--- src/rtl/bmhq_pkg.sv ---
package bmhq_pkg;

  localparam int KEY_W         = 32;
  localparam int CMD_W         = 2;
  localparam int ENTRY_COUNT_W = 7;

  localparam logic [CMD_W-1:0] CMD_INSERT = 2'd0;
  localparam logic [CMD_W-1:0] CMD_REMOVE = 2'd1;
  localparam logic [CMD_W-1:0] CMD_PEEK   = 2'd2;

  typedef enum logic [2:0] {
    ST_IDLE,
    ST_DISPATCH,
    ST_ROOT,
    ST_UP_RD,
    ST_UP_CMP,
    ST_DN_RD,
    ST_DN_CMP,
    ST_REPLY
  } bmhq_state_t;

  typedef enum logic [3:0] {
    OP_IDLE,
    OP_LOAD,
    OP_SET_FULL,
    OP_SET_EMPTY,
    OP_INS_SETUP,
    OP_RD_ROOT,
    OP_TAKE_ROOT,
    OP_TAKE_REMOVE,
    OP_WRITE_HOLD,
    OP_RD_PARENT,
    OP_UP_MOVE,
    OP_RD_CHILDREN,
    OP_DN_MOVE,
    OP_REPLY
  } bmhq_op_t;

  typedef struct packed {
    bmhq_op_t op;
  } bmhq_cmd_t;

  typedef struct packed {
    logic [CMD_W-1:0] command;
    logic             size_zero;
    logic             size_one;
    logic             size_full;
    logic             pos_zero;
    logic             left_in;
    logic             up_less;
    logic             dn_less;
  } bmhq_status_t;

endpackage

--- src/rtl/bmhq_ctrl.sv ---
module bmhq_ctrl
  import bmhq_pkg::*;
(
  input  logic         clk,
  input  logic         rst_n,
  input  logic         start,
  input  bmhq_status_t status,
  output bmhq_cmd_t    cmd,
  output logic         busy
);

  bmhq_state_t state_r;
  bmhq_state_t state_nxt;

  always_ff @(posedge clk) begin
    if (!rst_n) begin
      state_r <= ST_IDLE;
    end else begin
      state_r <= state_nxt;
    end
  end

  always_comb begin
    state_nxt = state_r;
    case (state_r)
      ST_IDLE: begin
        if (start) begin
          state_nxt = ST_DISPATCH;
        end
      end
      ST_DISPATCH: begin
        case (status.command)
          CMD_INSERT: state_nxt = status.size_full ? ST_REPLY : ST_UP_RD;
          CMD_REMOVE, CMD_PEEK: state_nxt = status.size_zero ? ST_REPLY : ST_ROOT;
          default: state_nxt = ST_REPLY;
        endcase
      end
      ST_ROOT: begin
        if (status.command == CMD_REMOVE && !status.size_one) begin
          state_nxt = ST_DN_RD;
        end else begin
          state_nxt = ST_REPLY;
        end
      end
      ST_UP_RD:  state_nxt = status.pos_zero ? ST_REPLY : ST_UP_CMP;
      ST_UP_CMP: state_nxt = status.up_less ? ST_UP_RD : ST_REPLY;
      ST_DN_RD:  state_nxt = status.left_in ? ST_DN_CMP : ST_REPLY;
      ST_DN_CMP: state_nxt = status.dn_less ? ST_DN_RD : ST_REPLY;
      ST_REPLY:  state_nxt = ST_IDLE;
      default:   state_nxt = ST_IDLE;
    endcase
  end

  always_comb begin
    cmd.op = OP_IDLE;
    busy   = 1'b1;
    case (state_r)
      ST_IDLE: begin
        busy   = 1'b0;
        cmd.op = start ? OP_LOAD : OP_IDLE;
      end
      ST_DISPATCH: begin
        case (status.command)
          CMD_INSERT: cmd.op = status.size_full ? OP_SET_FULL : OP_INS_SETUP;
          CMD_REMOVE, CMD_PEEK: cmd.op = status.size_zero ? OP_SET_EMPTY : OP_RD_ROOT;
          default: cmd.op = OP_IDLE;
        endcase
      end
      ST_ROOT:   cmd.op = (status.command == CMD_REMOVE) ? OP_TAKE_REMOVE : OP_TAKE_ROOT;
      ST_UP_RD:  cmd.op = status.pos_zero ? OP_WRITE_HOLD : OP_RD_PARENT;
      ST_UP_CMP: cmd.op = status.up_less ? OP_UP_MOVE : OP_WRITE_HOLD;
      ST_DN_RD:  cmd.op = status.left_in ? OP_RD_CHILDREN : OP_WRITE_HOLD;
      ST_DN_CMP: cmd.op = status.dn_less ? OP_DN_MOVE : OP_WRITE_HOLD;
      ST_REPLY:  cmd.op = OP_REPLY;
      default: begin
        cmd.op = OP_IDLE;
        busy   = 1'b1;
      end
    endcase
  end

endmodule

--- src/rtl/bmhq_datapath.sv ---
module bmhq_datapath
  import bmhq_pkg::*;
#(
  parameter int CAPACITY = 64
)
(
  input  logic                            clk,
  input  logic                            rst_n,
  input  bmhq_cmd_t                       cmd,
  output bmhq_status_t                    status,
  input  logic [CMD_W-1:0]                in_command,
  input  logic signed [KEY_W-1:0]         in_value,
  output logic                            out_valid,
  output logic signed [KEY_W-1:0]         out_min_value,
  output logic                            out_was_empty,
  output logic                            out_rejected_full,
  output logic [ENTRY_COUNT_W-1:0]        out_entry_count
);

  localparam int AW = $clog2(CAPACITY);
  localparam int SW = $clog2(CAPACITY + 1);
  localparam int CW = AW + 2;

  logic [KEY_W-1:0] mem [CAPACITY];

  logic [SW-1:0]           size_r, size_nxt;
  logic [AW-1:0]           pos_r, pos_nxt;
  logic signed [KEY_W-1:0] hold_r, hold_nxt;
  logic signed [KEY_W-1:0] result_r, result_nxt;
  logic [CMD_W-1:0]        command_r, command_nxt;
  logic                    empty_r, empty_nxt;
  logic                    full_r, full_nxt;
  logic signed [KEY_W-1:0] rd_a_r, rd_b_r;

  logic                    out_valid_r, out_valid_nxt;
  logic signed [KEY_W-1:0] out_min_value_r, out_min_value_nxt;
  logic                    out_was_empty_r, out_was_empty_nxt;
  logic                    out_rejected_full_r, out_rejected_full_nxt;
  logic [ENTRY_COUNT_W-1:0] out_entry_count_r, out_entry_count_nxt;

  logic                    we;
  logic [AW-1:0]           waddr, ra, rb;
  logic signed [KEY_W-1:0] wdata;

  logic [CW-1:0]           size_w, left_w, right_w;
  logic [AW-1:0]           pos_m1, parent, last_idx;
  logic                    right_in, pick_right;
  logic [AW-1:0]           pick_idx;
  logic signed [KEY_W-1:0] pick_val;

  always_comb begin
    size_w     = CW'(size_r);
    left_w     = {1'b0, pos_r, 1'b1};
    right_w    = left_w + CW'(1);
    pos_m1     = pos_r - AW'(1);
    parent     = AW'(pos_m1 >> 1);
    last_idx   = AW'(size_r - SW'(1));
    right_in   = right_w < size_w;
    pick_right = right_in && (rd_b_r < rd_a_r);
    pick_idx   = pick_right ? right_w[AW-1:0] : left_w[AW-1:0];
    pick_val   = pick_right ? rd_b_r : rd_a_r;
  end

  always_comb begin
    status.command   = command_r;
    status.size_zero = size_r == '0;
    status.size_one  = size_r == SW'(1);
    status.size_full = size_r == SW'(CAPACITY);
    status.pos_zero  = pos_r == '0;
    status.left_in   = left_w < size_w;
    status.up_less   = hold_r < rd_a_r;
    status.dn_less   = pick_val < hold_r;
  end

  always_comb begin
    size_nxt              = size_r;
    pos_nxt               = pos_r;
    hold_nxt              = hold_r;
    result_nxt            = result_r;
    command_nxt           = command_r;
    empty_nxt             = empty_r;
    full_nxt              = full_r;
    out_valid_nxt         = 1'b0;
    out_min_value_nxt     = out_min_value_r;
    out_was_empty_nxt     = out_was_empty_r;
    out_rejected_full_nxt = out_rejected_full_r;
    out_entry_count_nxt   = out_entry_count_r;
    we    = 1'b0;
    waddr = pos_r;
    wdata = hold_r;
    ra    = '0;
    rb    = last_idx;
    case (cmd.op)
      OP_LOAD: begin
        command_nxt = in_command;
        hold_nxt    = in_value;
        result_nxt  = '0;
        empty_nxt   = 1'b0;
        full_nxt    = 1'b0;
      end
      OP_SET_FULL:  full_nxt = 1'b1;
      OP_SET_EMPTY: empty_nxt = 1'b1;
      OP_INS_SETUP: begin
        pos_nxt  = AW'(size_r);
        size_nxt = size_r + SW'(1);
      end
      OP_RD_ROOT: begin
        ra = '0;
        rb = last_idx;
      end
      OP_TAKE_ROOT: result_nxt = rd_a_r;
      OP_TAKE_REMOVE: begin
        result_nxt = rd_a_r;
        size_nxt   = size_r - SW'(1);
        hold_nxt   = rd_b_r;
        pos_nxt    = '0;
      end
      OP_WRITE_HOLD: begin
        we    = 1'b1;
        waddr = pos_r;
        wdata = hold_r;
      end
      OP_RD_PARENT: ra = parent;
      OP_UP_MOVE: begin
        we      = 1'b1;
        waddr   = pos_r;
        wdata   = rd_a_r;
        pos_nxt = parent;
      end
      OP_RD_CHILDREN: begin
        ra = left_w[AW-1:0];
        rb = right_w[AW-1:0];
      end
      OP_DN_MOVE: begin
        we      = 1'b1;
        waddr   = pos_r;
        wdata   = pick_val;
        pos_nxt = pick_idx;
      end
      OP_REPLY: begin
        out_valid_nxt         = 1'b1;
        out_min_value_nxt     = result_r;
        out_was_empty_nxt     = empty_r;
        out_rejected_full_nxt = full_r;
        out_entry_count_nxt   = ENTRY_COUNT_W'(size_r);
      end
      default: begin
        we = 1'b0;
      end
    endcase
  end

  always_ff @(posedge clk) begin
    if (we) begin
      mem[waddr] <= wdata;
    end
    rd_a_r <= mem[ra];
    rd_b_r <= mem[rb];
  end

  always_ff @(posedge clk) begin
    if (!rst_n) begin
      size_r      <= '0;
      out_valid_r <= 1'b0;
    end else begin
      size_r      <= size_nxt;
      out_valid_r <= out_valid_nxt;
    end
  end

  always_ff @(posedge clk) begin
    pos_r               <= pos_nxt;
    hold_r              <= hold_nxt;
    result_r            <= result_nxt;
    command_r           <= command_nxt;
    empty_r             <= empty_nxt;
    full_r              <= full_nxt;
    out_min_value_r     <= out_min_value_nxt;
    out_was_empty_r     <= out_was_empty_nxt;
    out_rejected_full_r <= out_rejected_full_nxt;
    out_entry_count_r   <= out_entry_count_nxt;
  end

  assign out_valid         = out_valid_r;
  assign out_min_value     = out_min_value_r;
  assign out_was_empty     = out_was_empty_r;
  assign out_rejected_full = out_rejected_full_r;
  assign out_entry_count   = out_entry_count_r;

endmodule

--- src/rtl/binary_min_heap_queue_core.sv ---
// Priority queue of signed 32-bit keys kept as a binary min-heap in a single memory with one
// write and two registered read ports. An item is taken when start is high and busy is low;
// its result appears on the out_ ports for one cycle with out_valid high, in the first cycle in
// which busy is low again, and must be captured then since it cannot be held off. After the
// accepting edge busy stays high through the dispatch and reply states for an empty remove or
// peek, a full insert or the unused command, and through the root state as well for a peek.
// Each level of a sift costs a memory read state and a compare-and-write state; an insert
// climbs from the new last slot toward the root and a remove descends from the root. A new
// item may be started in the same cycle as the previous result is shown.
module binary_min_heap_queue_core
  import bmhq_pkg::*;
#(
  parameter int CAPACITY = 64
)
(
  input  logic                     clk,
  input  logic                     rst_n,
  input  logic                     start,
  output logic                     busy,
  input  logic [CMD_W-1:0]         in_command,
  input  logic signed [KEY_W-1:0]  in_value,
  output logic                     out_valid,
  output logic signed [KEY_W-1:0]  out_min_value,
  output logic                     out_was_empty,
  output logic                     out_rejected_full,
  output logic [ENTRY_COUNT_W-1:0] out_entry_count
);

  bmhq_cmd_t    cmd;
  bmhq_status_t status;

  bmhq_ctrl u_ctrl (
    .clk    (clk),
    .rst_n  (rst_n),
    .start  (start),
    .status (status),
    .cmd    (cmd),
    .busy   (busy)
  );

  bmhq_datapath #(
    .CAPACITY (CAPACITY)
  ) u_datapath (
    .clk               (clk),
    .rst_n             (rst_n),
    .cmd               (cmd),
    .status            (status),
    .in_command        (in_command),
    .in_value          (in_value),
    .out_valid         (out_valid),
    .out_min_value     (out_min_value),
    .out_was_empty     (out_was_empty),
    .out_rejected_full (out_rejected_full),
    .out_entry_count   (out_entry_count)
  );

endmodule

--- config.mk ---
export PLATFORM = sky130hd
export DESIGN_NAME = binary_min_heap_queue_core
export DESIGN_NICKNAME = d
export VERILOG_FILES = /design/src/rtl/bmhq_pkg.sv /design/src/rtl/bmhq_ctrl.sv /design/src/rtl/bmhq_datapath.sv /design/src/rtl/binary_min_heap_queue_core.sv
export SDC_FILE = /design/constraint.sdc
export NUM_CORES = 2
export LEC_CHECK = 0
export BUFFER_PORTS_ARGS = -buffer_cell sky130_fd_sc_hd__buf_2
export CAP_MARGIN = 20
export CORE_ASPECT_RATIO = 1.2
export CORE_UTILIZATION = 44
export DETAILED_ROUTE_END_ITERATION = 16
export GPL_TIMING_DRIVEN = 0
export PLACE_DENSITY = 0.62
export SLEW_MARGIN = 20
export SYNTH_ARGS = -nofsm -noshare
export SYNTH_HDL_FRONTEND = slang
export SYNTH_HIERARCHICAL = 1
export SYNTH_SLANG_ARGS = --single-unit
--- constraint.sdc ---
create_clock -name clk -period 12.8 [get_ports clk]
set_input_delay 0.64 -clock clk [delete_from_list [all_inputs] [get_ports clk]]
set_output_delay 0.64 -clock clk [all_outputs]
set_load 0.05 [all_outputs]
== Word level (Yosys, flattened, before mapping) ==
Memories as Yosys holds them, arrays and structs flattened. A register that Yosys moved wholly into a read port is not among the register bits.
Index checks and enable logic that the tools add are counted.
Word-level totals
  memory bits (writable): 2048
  bits in registers: 126
  output and inout bits: 43
  memories: 1
  logic and storage cells: 99
Memory list
  u_datapath.mem: depth 64, width 32, read ports 2, clocked after Yosys merged registers in 2, wr ports 1, line bmhq_datapath.sv:24  | logic [KEY_W-1:0] mem [CAPACITY];
Cells by class
  multiplexer cells: 36
  reductions and logical operators: 16
  add/subtract/negate cells: 4
  $lt $le $gt $ge: 5
  equal/unequal tests: 24
Operators with widths (count)
  case mux 32 bit (2 select lines): 3
  less-than comparator 32 bit: 3
  two-way mux 32 bit: 1
  case mux 4 bit (8 select lines): 1
  equality test 4 bit (second input constant): 6
  case mux 3 bit (8 select lines): 1
  case mux 6 bit (4 select lines): 1
  two-way mux 3 bit: 7
  case mux 7 bit (2 select lines): 1
  equality test 3 bit (second input constant): 4
  equality test 4 x 3 -> 1 bit (second input constant): 3
  two-way mux 6 bit: 2
  case mux 6 bit (2 select lines): 1
  two-way mux 2 bit: 5
  nonzero test 2 bit: 5
  two-way mux 1 bit: 9
  adder 7 x 1 -> 8 bit (second input constant): 1
  equality test 4 x 2 -> 1 bit (second input constant): 2
  less-than comparator 8 x 7 -> 1 bit: 1
  case mux 4 bit (2 select lines): 1
  adder 7 x 1 -> 7 bit (second input constant): 1
  equality test 7 x 1 -> 1 bit (second input constant): 1
  equality test 7 bit (second input constant): 1
  zero test 7 bit: 1
  other kinds (19): 23

== Depth between registers and ports, before layout ==
  depth in word-level cells: 12
  mapped depth: 38

== Cells and area by module ==
Netlist, hierarchy kept.
Modules (own cells, without submodules)
  bmhq_datapath: area an instance 107993.6 um2, cells each 9630, sequential area each 66393.7 um2, instances 1
  bmhq_ctrl: area an instance 370.4 um2, cells each 51, sequential area each 60.1 um2, instances 1

== Least setup slack after synthesis ==
Ideal clock, no wire load.
  kind: reg-to-reg
  start point: register u_datapath.pos_r[1]
  end point: memory u_datapath.mem[38][0] (enable)
  clock period less this slack: 7.019 ns
  arrival time: 6.597 ns
  required time: 12.379 ns
  library setup time: 0.421 ns
  path slack: 5.781 ns
  stages on the path, launching flop included: 29
  path buffers: 4
  cells stage by stage: edfxtp_1 > clkbuf_1 > inv_1 > ha_1 > ha_1 > nand3_1 > o21ai_0 > a31oi_1 > and2_1 > mux2_4 > buf_2 > buf_2 > nand2_1 > o21ai_0 > ha_1 > and4_1 > nand4_1 > nor4_1 > nand4_1 > or4_1 > o221a_2 > o21ai_0 > mux2i_1 > buf_6 > nand2_1 > nand2_1 > nor3_1 > nand3_1 > nor2_1
RTL lines
  from (decl): line bmhq_datapath.sv:27  | logic [AW-1:0] pos_r, pos_nxt;
  from (signal assigned): line bmhq_datapath.sv:172  | pos_r <= pos_nxt;
  to (decl): line bmhq_datapath.sv:24

==> impl_metrics.prom <==
# TYPE chip_impl_metric gauge
chip_impl_metric{name="sequential_cell_area_fraction_in_the_yosys_report",unit="%"} 61.32
chip_impl_metric{name="netlist_instances",unit=""} 9681
chip_impl_metric{name="register_bit_count_reported_by_yosys",unit=""} 2238
chip_impl_metric{name="synthSimpleGateAreaFrac",unit="%"} 20.01
chip_impl_metric{name="die_height",unit="µm"} 545.6
chip_impl_metric{name="postCtsSetupRepairBufs",unit=""} 0
chip_impl_metric{name="timing_worst_slew_pin_value",unit="ps"} 1460
chip_impl_metric{name="syn_area_per_cell",unit="µm²"} 11.19
chip_impl_metric{name="remaining_drc_errors",unit=""} 0
chip_impl_metric{name="cp.required",unit="ps"} 13660
chip_impl_metric{name="drt_pre_antenna_iters",unit=""} 7
chip_impl_metric{name="post_synth_num_cell_types",unit=""} 68
chip_impl_metric{name="timing.hold.worst_path_depth",unit=""} 3
chip_impl_metric{name="vias",unit=""} 92120
chip_impl_metric{name="fp-row-count",unit=""} 199
chip_impl_metric{name="clock_insertion_delay_worst_skew",unit="ps"} 950
chip_impl_metric{name="critical-path-max-stage-delay",unit="ps"} 1060
chip_impl_info{name="cell_with_the_largest_stage_delay_on_the_worst_path",value="sky130_fd_sc_hd__o21ai_0"} 1
chip_impl_metric{name="met2_wirelength",unit="µm"} 220700
chip_impl_metric{name="sequential_cell_area",unit="µm²"} 66450
chip_impl_metric{name="ctsLongestPathBuffers",unit=""} 4
chip_impl_metric{name="drive_above_1_share",unit="%"} 14.05
chip_impl_metric{name="grt_pass1_vias",unit=""} 85330
chip_impl_metric{name="route.layer.met1.wl",unit="µm"} 171400
chip_impl_metric{name="ant_nets",unit=""} 0
chip_impl_info{name="tritoncts",value="built"} 1
chip_impl_metric{name="area_used_by_multi_input_combinational_logic",unit="µm²"} 38850
chip_impl_info{name="start_kind",value="flip-flop"} 1
chip_impl_metric{name="gpl.final_weighted_congestion",unit=""} 1.053
chip_impl_metric{name="setup_viol_count_final",unit=""} 0
chip_impl_info{name="rsz0062_at_grt",value="no"} 1
chip_impl_metric{name="start_util",unit="%"} 44.23
chip_impl_metric{name="async_reset_ff_share",unit="%"} 0
chip_impl_metric{name="cts_num_sinks",unit=""} 2238
chip_impl_info{name="critPathCaptureType",value="flip-flop"} 1
chip_impl_metric{name="grt_first_pass_wirelength",unit="µm"} 684900
chip_impl_metric{name="max_cap_violations",unit=""} 1
chip_impl_metric{name="worst_slew_margin_relative_to_its_limit",unit="%"} 1.801
chip_impl_metric{name="slew_violations",unit=""} 0
chip_impl_info{name="highest-signal-layer",value="met5"} 1
chip_impl_metric{name="detailroute.wirelength.met3",unit="µm"} 63390
chip_impl_metric{name="cts.htree.levels",unit=""} 4
chip_impl_metric{name="globalRoute.totalOverflow",unit=""} 0
chip_impl_metric{name="clkSlewWorstSetupHoldPaths",unit="ps"} 70
chip_impl_metric{name="syn_nets",unit=""} 9832
chip_impl_metric{name="period_minus_slack",unit="ps"} 11910
chip_impl_info{name="worst_path_most_repeated_cell",value="sky130_fd_sc_hd__buf_2"} 1
chip_impl_info{name="postSynth.topFlopCell",value="sky130_fd_sc_hd__edfxtp_1"} 1
chip_impl_metric{name="number_of_enable_type_register_cells_in_the_synthesized_netlist",unit=""} 2163
chip_impl_info{name="ctsRootBufferMaster",value="sky130_fd_sc_hd__clkbuf_16"} 1
chip_impl_metric{name="grtUsageTotal",unit="%"} 40.08
chip_impl_metric{name="core-area",unit="µm²"} 245000
chip_impl_info{name="final_cell_mix",value="3,155 x sky130_fd_sc_hd__nand2_1, 2,163 x sky130_fd_sc_hd__edfxtp_1, 1,235 x sky130_fd_sc_hd__nand3_1"} 1
chip_impl_metric{name="proportion_of_synthesized_area_in_mux_cells",unit="%"} 5.430
chip_impl_metric{name="totalWireLength",unit="µm"} 507600
chip_impl_info{name="mostFrequentLayoutCell",value="sky130_fd_sc_hd__nand2_1"} 1
chip_impl_metric{name="setup_total_negative_slack",unit="ps"} 0
chip_impl_metric{name="mappedNetlistArea",unit="µm²"} 108400
chip_impl_metric{name="filler_cell_count",unit=""} 21330
chip_impl_metric{name="route.detailed.wl_per_inst",unit="µm"} 37.22
chip_impl_info{name="status",value="finished, violations left"} 1
chip_impl_metric{name="ff2ff_path_depth",unit=""} 35
chip_impl_metric{name="fp.dieArea",unit="µm²"} 248300
chip_impl_metric{name="worst_ep_arrival_time",unit="ps"} 12770
chip_impl_metric{name="yosys.area_share.xor_xnor",unit="%"} 0.1524
chip_impl_metric{name="initialDrtViolationCount",unit=""} 16450
chip_impl_metric{name="final_stage_net_count",unit=""} 10320
chip_impl_metric{name="timing.final.crit_share",unit="%"} 93.06
chip_impl_info{name="worst_hold_path_type",value="input port to flip-flop"} 1
chip_impl_info{name="violations_in_the_final_reports",value="capacitance limit"} 1
chip_impl_info{name="largest_family_of_logic_cells_by_synthesized_area",value="simple AND/OR/NAND/NOR gates"} 1
chip_impl_metric{name="synth.yosys.warnings",unit=""} 6
chip_impl_metric{name="fp.dieW",unit="µm"} 455.0
chip_impl_metric{name="synth_fa_ha_area_share",unit="%"} 1.316
chip_impl_metric{name="grt_start_max_net_pins",unit=""} 65
chip_impl_metric{name="timing.fmax",unit="GHz"} 0.08395
chip_impl_metric{name="place.port_buffers",unit=""} 79
chip_impl_metric{name="synthesis_to_layout_area_growth",unit="%"} 15.29
chip_impl_metric{name="final_hold_violations",unit=""} 0
chip_impl_info{name="timing_worst_setup_path_type",value="flip-flop to flip-flop"} 1
chip_impl_metric{name="post_drt_via_cell_ratio",unit=""} 6.755
chip_impl_metric{name="clock_skew",unit="ps"} 76.96
chip_impl_metric{name="design.portCount",unit=""} 80
chip_impl_metric{name="place_hpwl",unit="µm"} 376200
chip_impl_metric{name="grt_antenna_before_repair",unit=""} 52
chip_impl_metric{name="cts_made_buffers",unit=""} 236
chip_impl_metric{name="crit_path_max_fanout",unit=""} 12
chip_impl_metric{name="synth_compound_gate_area_share",unit="%"} 7.996
==> sequential cells by signal (all words and copies together), names as in the netlist, 2 cells and up <==
signal / flops
u_datapath/rd_b_r: 32
u_datapath/mem: 2048
u_datapath/pos_r: 6
u_datapath/out_entry_count: 7
u_datapath/out_min_value: 32
u_datapath/result_r: 32
u_datapath/command_r: 2
u_datapath/rd_a_r: 32
u_ctrl/state_r: 3
u_datapath/hold_r: 32
u_datapath/size_r: 7
==> worst paths after layout <==
path / startpoint / to / slack [ps]
max reg2reg: u_datapath/pos_r[4] / u_datapath/rd_b_r[2] / 890
min: in_value[17] / u_datapath/hold_r[17] / 40
max: u_datapath/pos_r[4] / u_datapath/rd_b_r[2] / 890
min reg2reg: u_datapath/result_r[22] / u_datapath/out_min_value[22] / 420
==> what timing repair did <==
action,CTS,global route
gates resized for setup,0,0
setup endpoints to repair,0,0
hold buffers,22,0
hold endpoints to repair,22,0
==> logic make-up (layout without fill, tap and decap cells) <==
group | Yosys count | count (layout)
buffers and inverters | 867 | 1548
other | 0 | 60
AOI/OAI and AO/OA | 1169 | 1169
xor gates and xnor gates | 18 | 18
adders and majority gates | 114 | 114
DFF | 2238 | 2238
and+or+nand+nor | 5008 | 5008
muxes | 267 | 267
==> final cells by class <==
cell class / instances / share of cell area [%]
clock buffers: 275 / 4.902
repair buffers: 249 / 2.942
well taps: 3216 / 3.221
multi-input cells: 6576 / 31.10
inverters: 81 / 0.2434
flip-flops and latches: 2238 / 53.19
diodes: 60 / 0.1202
plain buffers: 786 / 3.037
clock inverters: 157 / 1.244
==> critical path: cells and delay by family, from the launching register on <==
kind / cells / cell delay, ps
buf+inv: 8 / 4150
flops: 1 / 600
fa+ha+maj: 2 / 430
xor+xnor: 1 / 170
compound gates: 7 / 2620
simple gates: 15 / 3390
mux: 2 / 380
==> through the flow <==
stage	util, %	area, µm²	setup slack, ps	hold WS (ps)	instances
after floorplan	-	108400	5781	400.3	9681
after global placement	46.03	112800	861.7	400.3	12980
after detailed placement	47.63	116700	1263	404.5	13110
after CTS	50.86	124600	1201	0.4883	13560
after global routing	50.94	124800	1020	40.05	13590
final	50.99	124900	888.6	36.67	13640
==> layer usage <==
layer  GRT usage, %  up-vias
met3          11.31     1776
met1          48.28    45560
met4          34.07       14
met5              0        -
li1               -    37040
met2          59.13     7734
==> Yosys cell counts (5+ instances only) <==
library cell,instances,area (µm²)
sky130_fd_sc_hd__nand2_1,3157,11850
sky130_fd_sc_hd__nand2b_1,9,56.30
sky130_fd_sc_hd__a31oi_1,137,857.1
sky130_fd_sc_hd__o21ai_0,188,940.9
sky130_fd_sc_hd__a22oi_1,195,1464
sky130_fd_sc_hd__xnor2_1,12,105.1
sky130_fd_sc_hd__mux2i_1,7,70.07
sky130_fd_sc_hd__mux4_2,256,5766
sky130_fd_sc_hd__o31ai_1,33,247.7
sky130_fd_sc_hd__xor2_1,5,43.79
sky130_fd_sc_hd__nor3_1,13,65.06
sky130_fd_sc_hd__a311oi_1,320,2803
sky130_fd_sc_hd__buf_1,46,172.7
sky130_fd_sc_hd__nor2b_1,10,62.56
sky130_fd_sc_hd__ha_1,114,1426
sky130_fd_sc_hd__a211oi_1,98,735.7
sky130_fd_sc_hd__dfxtp_1,75,1501
sky130_fd_sc_hd__buf_6,33,371.6
sky130_fd_sc_hd__a211o_1,37,324.1
sky130_fd_sc_hd__nor4_1,5,31.28
sky130_fd_sc_hd__edfxtp_1,2163,64950
sky130_fd_sc_hd__nand3_1,1237,6191
sky130_fd_sc_hd__buf_2,402,2012
sky130_fd_sc_hd__nand4_1,140,875.8
sky130_fd_sc_hd__a221o_1,64,640.6
sky130_fd_sc_hd__nor2_1,100,375.4
sky130_fd_sc_hd__o221ai_1,5,43.79
sky130_fd_sc_hd__o21a_1,6,45.04
sky130_fd_sc_hd__a21o_1,13,97.59
sky130_fd_sc_hd__buf_4,21,157.7
sky130_fd_sc_hd__inv_1,81,304.0
sky130_fd_sc_hd__clkbuf_1,283,1062
sky130_fd_sc_hd__and3_1,291,1821
sky130_fd_sc_hd__a21oi_1,44,220.2
sky130_fd_sc_hd__and2_1,15,93.84
Power is left out: the tool's default activity adds up to more than one toggle a clock period on the data nets, which glitch-free logic cannot reach.
